===== src/hdl/kdr_pkg.sv =====
// ----------------------------------------------------------------------------
// kdr_pkg
// Shared types and constants of the keying duration recorder.
// ----------------------------------------------------------------------------
`timescale 1ns / 1ps

package kdr_pkg;

    // Store size and field widths
    localparam int STORE_BYTES_DEF = 1024;
    localparam int ADDR_W          = 10;
    localparam int FREE_W          = 11;
    localparam int TIME_W          = 32;
    localparam int UNIT_W          = 16;
    localparam int MACRO_W         = 6;
    localparam int OP_W            = 3;

    // Divider widths: numerator is elapsed time plus half a unit
    localparam int NUM_W   = TIME_W + 1;
    localparam int DEN_W   = UNIT_W;
    localparam int UNITS_W = 12;

    // Operation codes
    localparam logic [OP_W-1:0] OP_START    = 3'd0;
    localparam logic [OP_W-1:0] OP_KEY_DOWN = 3'd1;
    localparam logic [OP_W-1:0] OP_KEY_UP   = 3'd2;
    localparam logic [OP_W-1:0] OP_MACRO    = 3'd3;
    localparam logic [OP_W-1:0] OP_STOP     = 3'd4;

    // Byte encodings
    localparam logic [7:0] FILL_SILENCE = 8'hbf;
    localparam logic [7:0] FILL_TONE    = 8'hff;
    localparam logic [7:0] TAG_SILENCE  = 8'h80;
    localparam logic [7:0] TAG_TONE     = 8'hc0;
    localparam logic [7:0] TAG_MACRO    = 8'h40;
    localparam logic [7:0] TERMINATOR   = 8'h00;

    // Timing thresholds in units, and the free-count ceiling
    localparam logic [UNITS_W-1:0] UNITS_PER_FILL = 12'd63;
    localparam logic [UNITS_W-1:0] UNITS_SAT      = 12'd4032;
    localparam logic [NUM_W-1:0]   LONG_PAUSE_MIN = 33'd70;
    localparam logic [FREE_W-1:0]  FREE_MAX       = 11'h7ff;

    localparam logic [UNIT_W-1:0]  UNIT_RESET     = 16'd60;

    // Divider request and response
    typedef struct packed {
        logic             start;
        logic [NUM_W-1:0] num;
        logic [DEN_W-1:0] den;
    } div_req_t;

    typedef struct packed {
        logic             done;
        logic [NUM_W-1:0] quot;
    } div_rsp_t;

endpackage


===== src/hdl/kdr_ifs.sv =====
// ----------------------------------------------------------------------------
// kdr_ifs
// Valid/ready channels of the keying duration recorder.
// ----------------------------------------------------------------------------
`timescale 1ns / 1ps

interface kdr_key_if;
    import kdr_pkg::*;
    logic                valid;
    logic                ready;
    logic [OP_W-1:0]     operation;
    logic [TIME_W-1:0]   now_ms;
    logic [ADDR_W-1:0]   start_addr;
    logic [FREE_W-1:0]   free_count;
    logic [MACRO_W-1:0]  macro_code;

    modport source (output valid, operation, now_ms, start_addr, free_count,
                    macro_code, input ready);
    modport sink   (input valid, operation, now_ms, start_addr, free_count,
                    macro_code, output ready);
endinterface

interface kdr_rec_if;
    import kdr_pkg::*;
    logic                valid;
    logic                ready;
    logic [ADDR_W-1:0]   write_addr;
    logic [7:0]          write_byte;
    logic [FREE_W-1:0]   free_left;
    logic                last;

    modport source (output valid, write_addr, write_byte, free_left, last,
                    input ready);
    modport sink   (input valid, write_addr, write_byte, free_left, last,
                    output ready);
endinterface

interface kdr_cfg_if;
    import kdr_pkg::*;
    logic                valid;
    logic                ready;
    logic [UNIT_W-1:0]   data;

    modport source (output valid, data, input ready);
    modport sink   (input valid, data, output ready);
endinterface


===== src/hdl/keying_duration_recorder_top.sv =====
// ----------------------------------------------------------------------------
// keying_duration_recorder_top
// Records key timing as tagged duration bytes for a byte store.
// ----------------------------------------------------------------------------
//  channel   dir   handshake      payload
//  key_in    in    valid/ready    operation, now_ms, start_addr, free_count,
//                                 macro_code
//  rec_out   out   valid/ready    write_addr, write_byte, free_left, last
//  cfg       in    valid/ready    data = unit_ticks (always ready)
//
//  Start and items that write nothing emit no beat.
//  A key transition with writes runs the serial divider (one quotient
//  bit per cycle) and then writes up to 64 bytes; macro and stop write one
//  byte each. key_in is held off until the last beat is loaded.
//  A stall on rec_out holds the sequencer; the last beat may wait in the
//  output register while the next item is taken.
//  Reset is asynchronous; unit_ticks returns to 60.
// ----------------------------------------------------------------------------
`timescale 1ns / 1ps

module keying_duration_recorder_top
    import kdr_pkg::*;
#(
    parameter int STORE_BYTES = STORE_BYTES_DEF
)
(
    input  logic      clk,
    input  logic      rst_n,
    kdr_key_if.sink   key_in,
    kdr_rec_if.source rec_out,
    kdr_cfg_if.sink   cfg
);

    logic [UNIT_W-1:0] unit_ticks_reg;
    div_req_t          div_req;
    div_rsp_t          div_rsp;

    // Hold the unit length register
    assign cfg.ready = 1'b1;

    always_ff @(posedge clk or negedge rst_n)
    begin
        if (!rst_n)
            unit_ticks_reg <= UNIT_RESET;
        else if (cfg.valid && cfg.ready)
            unit_ticks_reg <= cfg.data;
    end

    kdr_seq #(
        .STORE_BYTES (STORE_BYTES)
    ) u_seq (
        .clk        (clk),
        .rst_n      (rst_n),
        .key_in     (key_in),
        .rec_out    (rec_out),
        .unit_ticks (unit_ticks_reg),
        .div_req    (div_req),
        .div_rsp    (div_rsp)
    );

    kdr_div u_div (
        .clk   (clk),
        .rst_n (rst_n),
        .req   (div_req),
        .rsp   (div_rsp)
    );

endmodule


===== src/hdl/kdr_div.sv =====
// ----------------------------------------------------------------------------
// kdr_div
// Restoring divider, one quotient bit per cycle.
// ----------------------------------------------------------------------------
`timescale 1ns / 1ps

module kdr_div
    import kdr_pkg::*;
(
    input  logic     clk,
    input  logic     rst_n,
    input  div_req_t req,
    output div_rsp_t rsp
);

    localparam int CNT_W = $clog2(NUM_W + 1);

    logic             busy_reg;
    logic             done_reg;
    logic [CNT_W-1:0] cnt_reg;
    logic [DEN_W:0]   rem_reg;
    logic [NUM_W-1:0] quot_reg;
    logic [DEN_W-1:0] den_reg;

    logic [DEN_W:0]   trial;
    logic [DEN_W:0]   diff;
    logic             fits;

    // Shift in one numerator bit and try the subtract
    always_comb
    begin
        trial = {rem_reg[DEN_W-1:0], quot_reg[NUM_W-1]};
        fits  = trial >= {1'b0, den_reg};
        diff  = trial - {1'b0, den_reg};
    end

    // Iterate over the numerator bits
    always_ff @(posedge clk or negedge rst_n)
    begin
        if (!rst_n)
        begin
            busy_reg <= 1'b0;
            done_reg <= 1'b0;
            cnt_reg  <= '0;
            rem_reg  <= '0;
            quot_reg <= '0;
            den_reg  <= '0;
        end
        else
        begin
            done_reg <= 1'b0;
            if (req.start)
            begin
                busy_reg <= 1'b1;
                cnt_reg  <= '0;
                rem_reg  <= '0;
                quot_reg <= req.num;
                den_reg  <= req.den;
            end
            else if (busy_reg)
            begin
                rem_reg  <= fits ? diff : trial;
                quot_reg <= {quot_reg[NUM_W-2:0], fits};
                cnt_reg  <= cnt_reg + 1'b1;
                if (cnt_reg == CNT_W'(NUM_W - 1))
                begin
                    busy_reg <= 1'b0;
                    done_reg <= 1'b1;
                end
            end
        end
    end

    assign rsp.done = done_reg;
    assign rsp.quot = quot_reg;

endmodule


===== src/hdl/kdr_seq.sv =====
// ----------------------------------------------------------------------------
// kdr_seq
// Recording sequencer: decodes items, drives the divider, emits store beats.
// ----------------------------------------------------------------------------
`timescale 1ns / 1ps

module kdr_seq
    import kdr_pkg::*;
#(
    parameter int STORE_BYTES = STORE_BYTES_DEF
)
(
    input  logic              clk,
    input  logic              rst_n,
    kdr_key_if.sink           key_in,
    kdr_rec_if.source         rec_out,
    input  logic [UNIT_W-1:0] unit_ticks,
    output div_req_t          div_req,
    input  div_rsp_t          div_rsp
);

    typedef enum logic [1:0] {ST_IDLE, ST_DIV, ST_EMIT, ST_ONE} state_t;

    localparam int           ROOM_W   = 17;
    localparam logic [ROOM_W-1:0] ROOM_TOP = ROOM_W'(STORE_BYTES - 1);

    state_t              state_reg;
    logic [TIME_W-1:0]   last_time_reg;
    logic                have_prev_reg;
    logic [ADDR_W-1:0]   write_ptr_reg;
    logic [FREE_W-1:0]   bytes_free_reg;
    logic                long_pause_reg;
    logic [ADDR_W-1:0]   word_start_reg;
    logic                recording_reg;
    logic                is_tone_reg;
    logic                sat_reg;
    logic [UNITS_W-1:0]  units_reg;
    logic [ADDR_W-1:0]   pend_addr_reg;
    logic [7:0]          pend_byte_reg;
    logic [FREE_W-1:0]   pend_free_reg;
    logic                out_valid_reg;
    logic [ADDR_W-1:0]   out_addr_reg;
    logic [7:0]          out_byte_reg;
    logic [FREE_W-1:0]   out_free_reg;
    logic                out_last_reg;

    logic                accept;
    logic                slot_free;
    logic [ROOM_W-1:0]   room;
    logic [FREE_W-1:0]   start_free;
    logic [ADDR_W-1:0]   grow;
    logic [FREE_W:0]     grown;
    logic [FREE_W-1:0]   mac_free;
    logic [DEN_W-1:0]    den;
    logic [TIME_W-1:0]   elapsed;
    logic                key_go;
    logic                is_filler;
    logic                final_beat;
    logic [7:0]          emit_byte;

    // Handshake
    always_comb
    begin
        key_in.ready = (state_reg == ST_IDLE);
        accept       = key_in.valid && key_in.ready;
        slot_free    = !out_valid_reg || rec_out.ready;
    end

    // Start budget: leave room for the terminator
    always_comb
    begin
        if ({7'b0, key_in.start_addr} <= ROOM_TOP)
            room = ROOM_TOP - {7'b0, key_in.start_addr};
        else
            room = '0;
        start_free = (room < {6'b0, key_in.free_count}) ? FREE_W'(room)
                                                         : key_in.free_count;
    end

    // Macro: reclaim the bytes of the current word
    always_comb
    begin
        grow     = write_ptr_reg - word_start_reg;
        grown    = {1'b0, bytes_free_reg} + {2'b0, grow};
        mac_free = grown[FREE_W] ? FREE_MAX : grown[FREE_W-1:0];
    end

    // Divider request for key transitions
    always_comb
    begin
        den     = (unit_ticks == '0) ? DEN_W'(1) : unit_ticks;
        elapsed = key_in.now_ms - last_time_reg;
        unique case (key_in.operation)
            OP_KEY_DOWN: key_go = (bytes_free_reg != '0) && have_prev_reg;
            OP_KEY_UP:   key_go = (bytes_free_reg != '0);
            default:     key_go = 1'b0;
        endcase
        div_req.start = accept && key_go;
        div_req.num   = {1'b0, elapsed} + NUM_W'(den[DEN_W-1:1]);
        div_req.den   = den;
    end

    // Emission: fillers per block of units, then the tag, till bytes run out
    always_comb
    begin
        is_filler  = (units_reg >= UNITS_PER_FILL)
                     && !(sat_reg && (units_reg == UNITS_PER_FILL));
        final_beat = !is_filler || (bytes_free_reg == FREE_W'(1));
        if (is_filler)
            emit_byte = is_tone_reg ? FILL_TONE : FILL_SILENCE;
        else
            emit_byte = (is_tone_reg ? TAG_TONE : TAG_SILENCE)
                        | {2'b0, units_reg[5:0]};
    end

    // Sequencer, recording state and output register
    always_ff @(posedge clk or negedge rst_n)
    begin
        if (!rst_n)
        begin
            state_reg      <= ST_IDLE;
            last_time_reg  <= '0;
            have_prev_reg  <= 1'b0;
            write_ptr_reg  <= '0;
            bytes_free_reg <= '0;
            long_pause_reg <= 1'b0;
            word_start_reg <= '0;
            recording_reg  <= 1'b0;
            is_tone_reg    <= 1'b0;
            sat_reg        <= 1'b0;
            units_reg      <= '0;
            pend_addr_reg  <= '0;
            pend_byte_reg  <= '0;
            pend_free_reg  <= '0;
            out_valid_reg  <= 1'b0;
            out_addr_reg   <= '0;
            out_byte_reg   <= '0;
            out_free_reg   <= '0;
            out_last_reg   <= 1'b0;
        end
        else
        begin
            // Raise valid when a beat is loaded, drop it once taken
            if (slot_free && (state_reg == ST_EMIT || state_reg == ST_ONE))
                out_valid_reg <= 1'b1;
            else if (rec_out.ready)
                out_valid_reg <= 1'b0;

            unique case (state_reg)
                ST_IDLE:
                begin
                    if (accept)
                    begin
                        unique case (key_in.operation)
                            OP_START:
                            begin
                                write_ptr_reg  <= key_in.start_addr;
                                word_start_reg <= key_in.start_addr;
                                bytes_free_reg <= start_free;
                                long_pause_reg <= 1'b1;
                                recording_reg  <= 1'b1;
                                last_time_reg  <= '0;
                                have_prev_reg  <= 1'b0;
                            end
                            OP_KEY_DOWN:
                            begin
                                if (key_go)
                                begin
                                    is_tone_reg <= 1'b0;
                                    state_reg   <= ST_DIV;
                                end
                                last_time_reg <= key_in.now_ms;
                                have_prev_reg <= 1'b1;
                            end
                            OP_KEY_UP:
                            begin
                                if (key_go)
                                begin
                                    if (long_pause_reg)
                                    begin
                                        long_pause_reg <= 1'b0;
                                        word_start_reg <= write_ptr_reg;
                                    end
                                    is_tone_reg <= 1'b1;
                                    state_reg   <= ST_DIV;
                                end
                                last_time_reg <= key_in.now_ms;
                                have_prev_reg <= 1'b1;
                            end
                            OP_MACRO:
                            begin
                                if (recording_reg)
                                begin
                                    bytes_free_reg <= mac_free;
                                    pend_addr_reg  <= word_start_reg;
                                    pend_byte_reg  <= TAG_MACRO
                                                      | {2'b0, key_in.macro_code};
                                    pend_free_reg  <= mac_free;
                                    write_ptr_reg  <= word_start_reg + 1'b1;
                                    state_reg      <= ST_ONE;
                                end
                            end
                            OP_STOP:
                            begin
                                if (recording_reg)
                                begin
                                    pend_addr_reg <= write_ptr_reg;
                                    pend_byte_reg <= TERMINATOR;
                                    pend_free_reg <= '0;
                                    state_reg     <= ST_ONE;
                                end
                                recording_reg  <= 1'b0;
                                bytes_free_reg <= '0;
                            end
                            default:
                            begin
                                // Undefined operation: ignore
                            end
                        endcase
                    end
                end

                ST_DIV:
                begin
                    // Take the rounded unit count, saturate long durations
                    if (div_rsp.done)
                    begin
                        if (div_rsp.quot >= NUM_W'(UNITS_SAT))
                        begin
                            units_reg <= UNITS_SAT;
                            sat_reg   <= 1'b1;
                        end
                        else
                        begin
                            units_reg <= div_rsp.quot[UNITS_W-1:0];
                            sat_reg   <= 1'b0;
                        end
                        if (!is_tone_reg && (div_rsp.quot > LONG_PAUSE_MIN))
                            long_pause_reg <= 1'b1;
                        state_reg <= ST_EMIT;
                    end
                end

                ST_EMIT:
                begin
                    if (slot_free)
                    begin
                        out_addr_reg   <= write_ptr_reg;
                        out_byte_reg   <= emit_byte;
                        out_free_reg   <= bytes_free_reg - 1'b1;
                        out_last_reg   <= final_beat;
                        write_ptr_reg  <= write_ptr_reg + 1'b1;
                        bytes_free_reg <= bytes_free_reg - 1'b1;
                        if (is_filler)
                            units_reg <= units_reg - UNITS_PER_FILL;
                        if (final_beat)
                            state_reg <= ST_IDLE;
                    end
                end

                ST_ONE:
                begin
                    if (slot_free)
                    begin
                        out_addr_reg  <= pend_addr_reg;
                        out_byte_reg  <= pend_byte_reg;
                        out_free_reg  <= pend_free_reg;
                        out_last_reg  <= 1'b1;
                        state_reg     <= ST_IDLE;
                    end
                end

                default:
                begin
                    state_reg <= ST_IDLE;
                end
            endcase
        end
    end

    assign rec_out.valid      = out_valid_reg;
    assign rec_out.write_addr = out_addr_reg;
    assign rec_out.write_byte = out_byte_reg;
    assign rec_out.free_left  = out_free_reg;
    assign rec_out.last       = out_last_reg;

    // A beat that leaves no free byte closes its item
    a_empty_last: assert property (@(posedge clk) disable iff (!rst_n)
        out_valid_reg && (out_free_reg == '0) |-> out_last_reg)
        else $error("beat with no free bytes left is not marked last");

    // Emission only starts and continues with budget left
    a_emit_budget: assert property (@(posedge clk) disable iff (!rst_n)
        state_reg == ST_EMIT |-> bytes_free_reg != '0)
        else $error("emitting with no free bytes");

    // The divider answers only while the sequencer waits for it
    a_div_done: assert property (@(posedge clk) disable iff (!rst_n)
        div_rsp.done |-> state_reg == ST_DIV)
        else $error("divider result outside the divide wait");

    // No budget outside an open recording
    a_closed_empty: assert property (@(posedge clk) disable iff (!rst_n)
        !recording_reg |-> bytes_free_reg == '0)
        else $error("free bytes while no recording is open");

endmodule


===== src/flat_wrapper.sv =====
// flat-port wrapper written by rule: the top's interface ports become plain ports
module keying_duration_recorder_top_flat import kdr_pkg::*;
#(
    parameter int STORE_BYTES = STORE_BYTES_DEF
)
  (clk, rst_n, key_in_valid, key_in_operation, key_in_now_ms, key_in_start_addr, key_in_free_count, key_in_macro_code, key_in_ready, rec_out_valid, rec_out_write_addr, rec_out_write_byte, rec_out_free_left, rec_out_last, rec_out_ready, cfg_valid, cfg_data, cfg_ready);
  kdr_key_if key_in_i ();
  kdr_rec_if rec_out_i ();
  kdr_cfg_if cfg_i ();
  input  logic clk;
  input  logic rst_n;
  input wire logic [$bits(key_in_i.valid)-1:0] key_in_valid;
  input wire logic [$bits(key_in_i.operation)-1:0] key_in_operation;
  input wire logic [$bits(key_in_i.now_ms)-1:0] key_in_now_ms;
  input wire logic [$bits(key_in_i.start_addr)-1:0] key_in_start_addr;
  input wire logic [$bits(key_in_i.free_count)-1:0] key_in_free_count;
  input wire logic [$bits(key_in_i.macro_code)-1:0] key_in_macro_code;
  output wire logic [$bits(key_in_i.ready)-1:0] key_in_ready;
  output wire logic [$bits(rec_out_i.valid)-1:0] rec_out_valid;
  output wire logic [$bits(rec_out_i.write_addr)-1:0] rec_out_write_addr;
  output wire logic [$bits(rec_out_i.write_byte)-1:0] rec_out_write_byte;
  output wire logic [$bits(rec_out_i.free_left)-1:0] rec_out_free_left;
  output wire logic [$bits(rec_out_i.last)-1:0] rec_out_last;
  input wire logic [$bits(rec_out_i.ready)-1:0] rec_out_ready;
  input wire logic [$bits(cfg_i.valid)-1:0] cfg_valid;
  input wire logic [$bits(cfg_i.data)-1:0] cfg_data;
  output wire logic [$bits(cfg_i.ready)-1:0] cfg_ready;
  assign key_in_i.valid = key_in_valid;
  assign key_in_i.operation = key_in_operation;
  assign key_in_i.now_ms = key_in_now_ms;
  assign key_in_i.start_addr = key_in_start_addr;
  assign key_in_i.free_count = key_in_free_count;
  assign key_in_i.macro_code = key_in_macro_code;
  assign key_in_ready = key_in_i.ready;
  assign rec_out_valid = rec_out_i.valid;
  assign rec_out_write_addr = rec_out_i.write_addr;
  assign rec_out_write_byte = rec_out_i.write_byte;
  assign rec_out_free_left = rec_out_i.free_left;
  assign rec_out_last = rec_out_i.last;
  assign rec_out_i.ready = rec_out_ready;
  assign cfg_i.valid = cfg_valid;
  assign cfg_i.data = cfg_data;
  assign cfg_ready = cfg_i.ready;
  keying_duration_recorder_top #(.STORE_BYTES(STORE_BYTES)) u_core (.clk(clk), .rst_n(rst_n), .key_in(key_in_i), .rec_out(rec_out_i), .cfg(cfg_i));
endmodule

===== config.mk =====
export PLATFORM = sky130hd
export DESIGN_NAME = keying_duration_recorder_top_flat
export DESIGN_NICKNAME = d
export VERILOG_FILES = /design/src/hdl/kdr_pkg.sv /design/src/hdl/kdr_ifs.sv /design/src/hdl/keying_duration_recorder_top.sv /design/src/hdl/kdr_div.sv /design/src/hdl/kdr_seq.sv /design/src/flat_wrapper.sv
export SDC_FILE = /design/constraint.sdc
export NUM_CORES = 1
export LEC_CHECK = 0
export ABC_AREA = 1
export BUFFER_PORTS_ARGS = -buffer_cell sky130_fd_sc_hd__buf_2
export CORE_ASPECT_RATIO = 2
export CORE_MARGIN = 2
export CORE_UTILIZATION = 55
export CTS_CLUSTER_SIZE = 24
export DETAILED_ROUTE_END_ITERATION = 10
export MAX_ROUTING_LAYER = met4
export PLACE_DENSITY = 0.74
export SYNTH_ARGS = -nofsm -noshare
export SYNTH_HDL_FRONTEND = slang
export SYNTH_HIERARCHICAL = 1
export SYNTH_SLANG_ARGS = --single-unit

===== constraint.sdc =====
create_clock -name clk -period 3.5 [get_ports clk]
set_input_delay 0.7 -clock clk [delete_from_list [all_inputs] [get_ports clk]]
set_output_delay 0.7 -clock clk [all_outputs]
set_load 0.02 [all_outputs]

==> reports/qor.txt <==
Core area: 31400 sq um
Root Buffer Master: clkbuf_16
Hold Fails Final Rpt: 0
Post-layout util: 0.668
Power Density: 1220 nW/um^2
Fin crit share: 0.995
Ys async rst share: 1.00
Die height: 256 microns
Initial Util: 0.556
Slew headroom: 0.321
Total track usage: 0.360
Final wirelength: 59000 microns
Deepest clock path buffer count: 3
Max Clock Skew: 0.0211 ns
Input/output buffers: 114
Area of the mapped netlist: 17500 sq um
RR Endpoint: u_core/u_div/quot_reg[28]
Max FO, Critical Path: 5
Most frequent cells in the layout: 739 x nand2_1, 396 x inv_1, 226 x dfrtp_1, 186 x o21ai_0, 182 x buf_4
Worst hold path class: input port to async pin
RD Place Congestion: 0.993
Hold-fix buffers, CTS: 0
Worst VDD drop: 934 uV
Tmin final: 3.48 ns
Final antenna-violating net count: 0
Syn Inst Count: 2572
CP cell instances: ha_4, fa_2, inv_2, nand2_1, nand2_1, buf_4, nand3_1, nand2_2, xor2_2, ha_1, nand2_1, inv_1, nand4_1, o21ai_2, nand3_2, nand2_4, nand2_4, nor2_4, nand2_2, nand2_1, nand2_1, nand2_1, o221ai_2
Reg2Reg Depth: 23
Number of synthesized flops with an enable pin: 0
Yosys reg bits: 230
Status: finished, final reports clean
Clock Latency Late Sink: 0.55 ns
Achievable Freq: 287 MHz
Slowest cell on the critical path: dfrtp_1
# setup viols final: 0
Drt drc: 0
Layout cells sized above 1: 0.197
Die ar.: 33300 sq um
Global route overflow: 0
Largest stage delay, worst path: 0.42 ns
Hold slack: 0.149 ns
Initial DRC count: 957
First-pass GRT wire length: 89900 microns
Row count: 92
CTS tree: built
CTS Buf Count: 24
Source of the worst register-to-register timing path: u_core/u_seq/last_time_reg[0]
Startpoint Class: flop
Final net count: 3000
Post-place instance area: 19500 sq um
LEAKAGE: 11.0 nW
Top area cells in the synthesized netlist: dfrtp_1 32%, nand2_1 16%, inv_1 8.7%, ha_1 7.0%, o21ai_0 5.6%
Mean Syn Cell Area: 6.80 sq um
Reg clk slew, reported paths: 0.06 ns
I/O pins: 116
Required @ worst endpoint: 3.88 ns
Syn Nets: 2758
Vias in the first global route: 17.9k
Commonest non-fill, non-tap cell in the layout: nand2_1
Most used DFF post-synth: dfrtp_1
Drt via density: 5.50
Routed WL per cell: 18.1 microns
Initial DRT Pass Iterations: 6
Sinks on Clock Net: 230
Filler instances: 2885
Initial antenna violation count: 1
CP most frequent cell: nand2_1
Unique masters post-synth: 64
Critical path class: flop to flop
DR vias: 17.9k
H-tree Lvls: 1
Design area: 21000 sq um
R2R Setup Slk: 0.02 ns
Worst path arrival time: 3.86 ns
Synth-to-layout area growth: 20.0%
Worst slew pin tran: 1.01 ns
Largest register FFs: 33
Chip width: 130 microns
Fin. max-slew vios: 0
Cell taking the most area after synthesis: dfrtp_1
Largest net degree at the start of global routing: 98
Warnings, synthesis: 6
Max-Cap Viols: 0
Yosys top cell area share: 0.324
RSZ-0062 raised after global routing: yes
Seq/Total Area, Yosys: 0.330
Hpwl dp: 45500 microns
CP Capture Type: flop
[through the flow]
step | power (mW) | std cells | setup TNS [ns] | setup WS [ns]
3_3_place_gp | 20.4 | 3192 | -5.39 | -0.338
6_report | 25.6 | 3256 | 0 | 0.0159
4_1_cts | 23.9 | 3238 | 0 | 0.0228
2_1_floorplan | 14.5 | 2572 | 0 | 0.0174
5_1_grt | 27.7 | 3256 | -1.23 | -0.122
3_5_place_dp | 20.7 | 3192 | -8.09 | -0.393
[per-layer routing]
layer  vias to the layer above  GRT usage  wire [microns]
met4                         0      0.277            5620
met2                       586      0.669           32000
met1                      8377      0.312           18900
met5                         -          -               0
li1                       8699          -               -
met3                       260     0.0489            2610
[logic make-up (layout without fill, tap and decap cells)]
logic type	count (synthesis)	in the layout	share of synthesized area
flops	230	230	0.330
simple gates	1231	1231	0.305
other cells	1	2	0.000215
buf+inv	515	775	0.115
fa+ha+maj	103	103	0.0759
xor+xnor	68	68	0.0345
compound gates	424	424	0.140
[repair_timing]
item,4_1_cts,5_1_grt
endpoints found under the hold margin,0,0
resized for setup,12,93
endpoints found under the setup margin,21,37
buffers inserted,2,17
pin swaps,6,59
[synth_stat cells, types with 8 or more instances]
library cell,number
nand2_1,753
inv_1,403
dfrtp_1,226
o21ai_0,194
nor2_1,162
nand3_1,139
a21oi_1,106
ha_1,98
clkbuf_1,66
xor2_1,49
nand2_2,41
o221ai_1,32
nand4_1,28
nor3_1,24
a31oi_1,21
inv_2,21
nor2_2,20
xnor2_1,18
o211ai_1,17
nand3b_1,13
o22ai_1,13
nand3_2,10
or2_2,9
a21o_1,8
buf_2,8
nor2_4,8
nor4_1,8
[how the worst max path moves through the flow]
stage / from / endpoint
floorplan: key_in_now_ms[0] / u_core/u_div/quot_reg[26]
global placement: key_in_now_ms[0] / u_core/u_div/quot_reg[26]
detailed placement: key_in_now_ms[0] / u_core/u_div/quot_reg[28]
CTS: u_core/u_seq/last_time_reg[0] / u_core/u_div/quot_reg[28]
global route: u_core/u_seq/word_start_reg[0] / u_core/u_seq/bytes_free_reg[6]
finish: u_core/u_seq/last_time_reg[0] / u_core/u_div/quot_reg[28]
[critical path: cells and delay by family, from the launching register on]
family                     cells  cell delay (ns)
adders and majority gates      3             0.87
and+or+nand+nor               14             1.36
DFF                            1             0.42
AOI/OAI and AO/OA              2             0.31
buffers and inverters          3             0.27
xor gates and xnor gates       1             0.07
[final cells by class]
type | instances | area [sq um] | area share
Timing Repair Buffer | 302 | 2030 | 0.0968
Inverter | 429 | 1620 | 0.0770
Antenna cell | 1 | 2.50 | 0.000119
Clock inverter | 13 | 190 | 0.00906
Multi-Input combinational cell | 1827 | 10200 | 0.485
Clock buffer | 31 | 678 | 0.0323
Tap cell | 423 | 529 | 0.0252
Sequential cell | 230 | 5760 | 0.275
[power breakdown]
| part | internal, mW | switching, mW | leakage, nW |
|---|---|---|---|
| logic | 7.43 | 10.7 | 7.79 |
| clock network | 1.68 | 1.16 | 0.417 |
| registers | 3.80 | 0.849 | 2.84 |
| total | 12.9 | 12.7 | 11.0 |
Note: power is estimated with default switching activity, not from simulation.
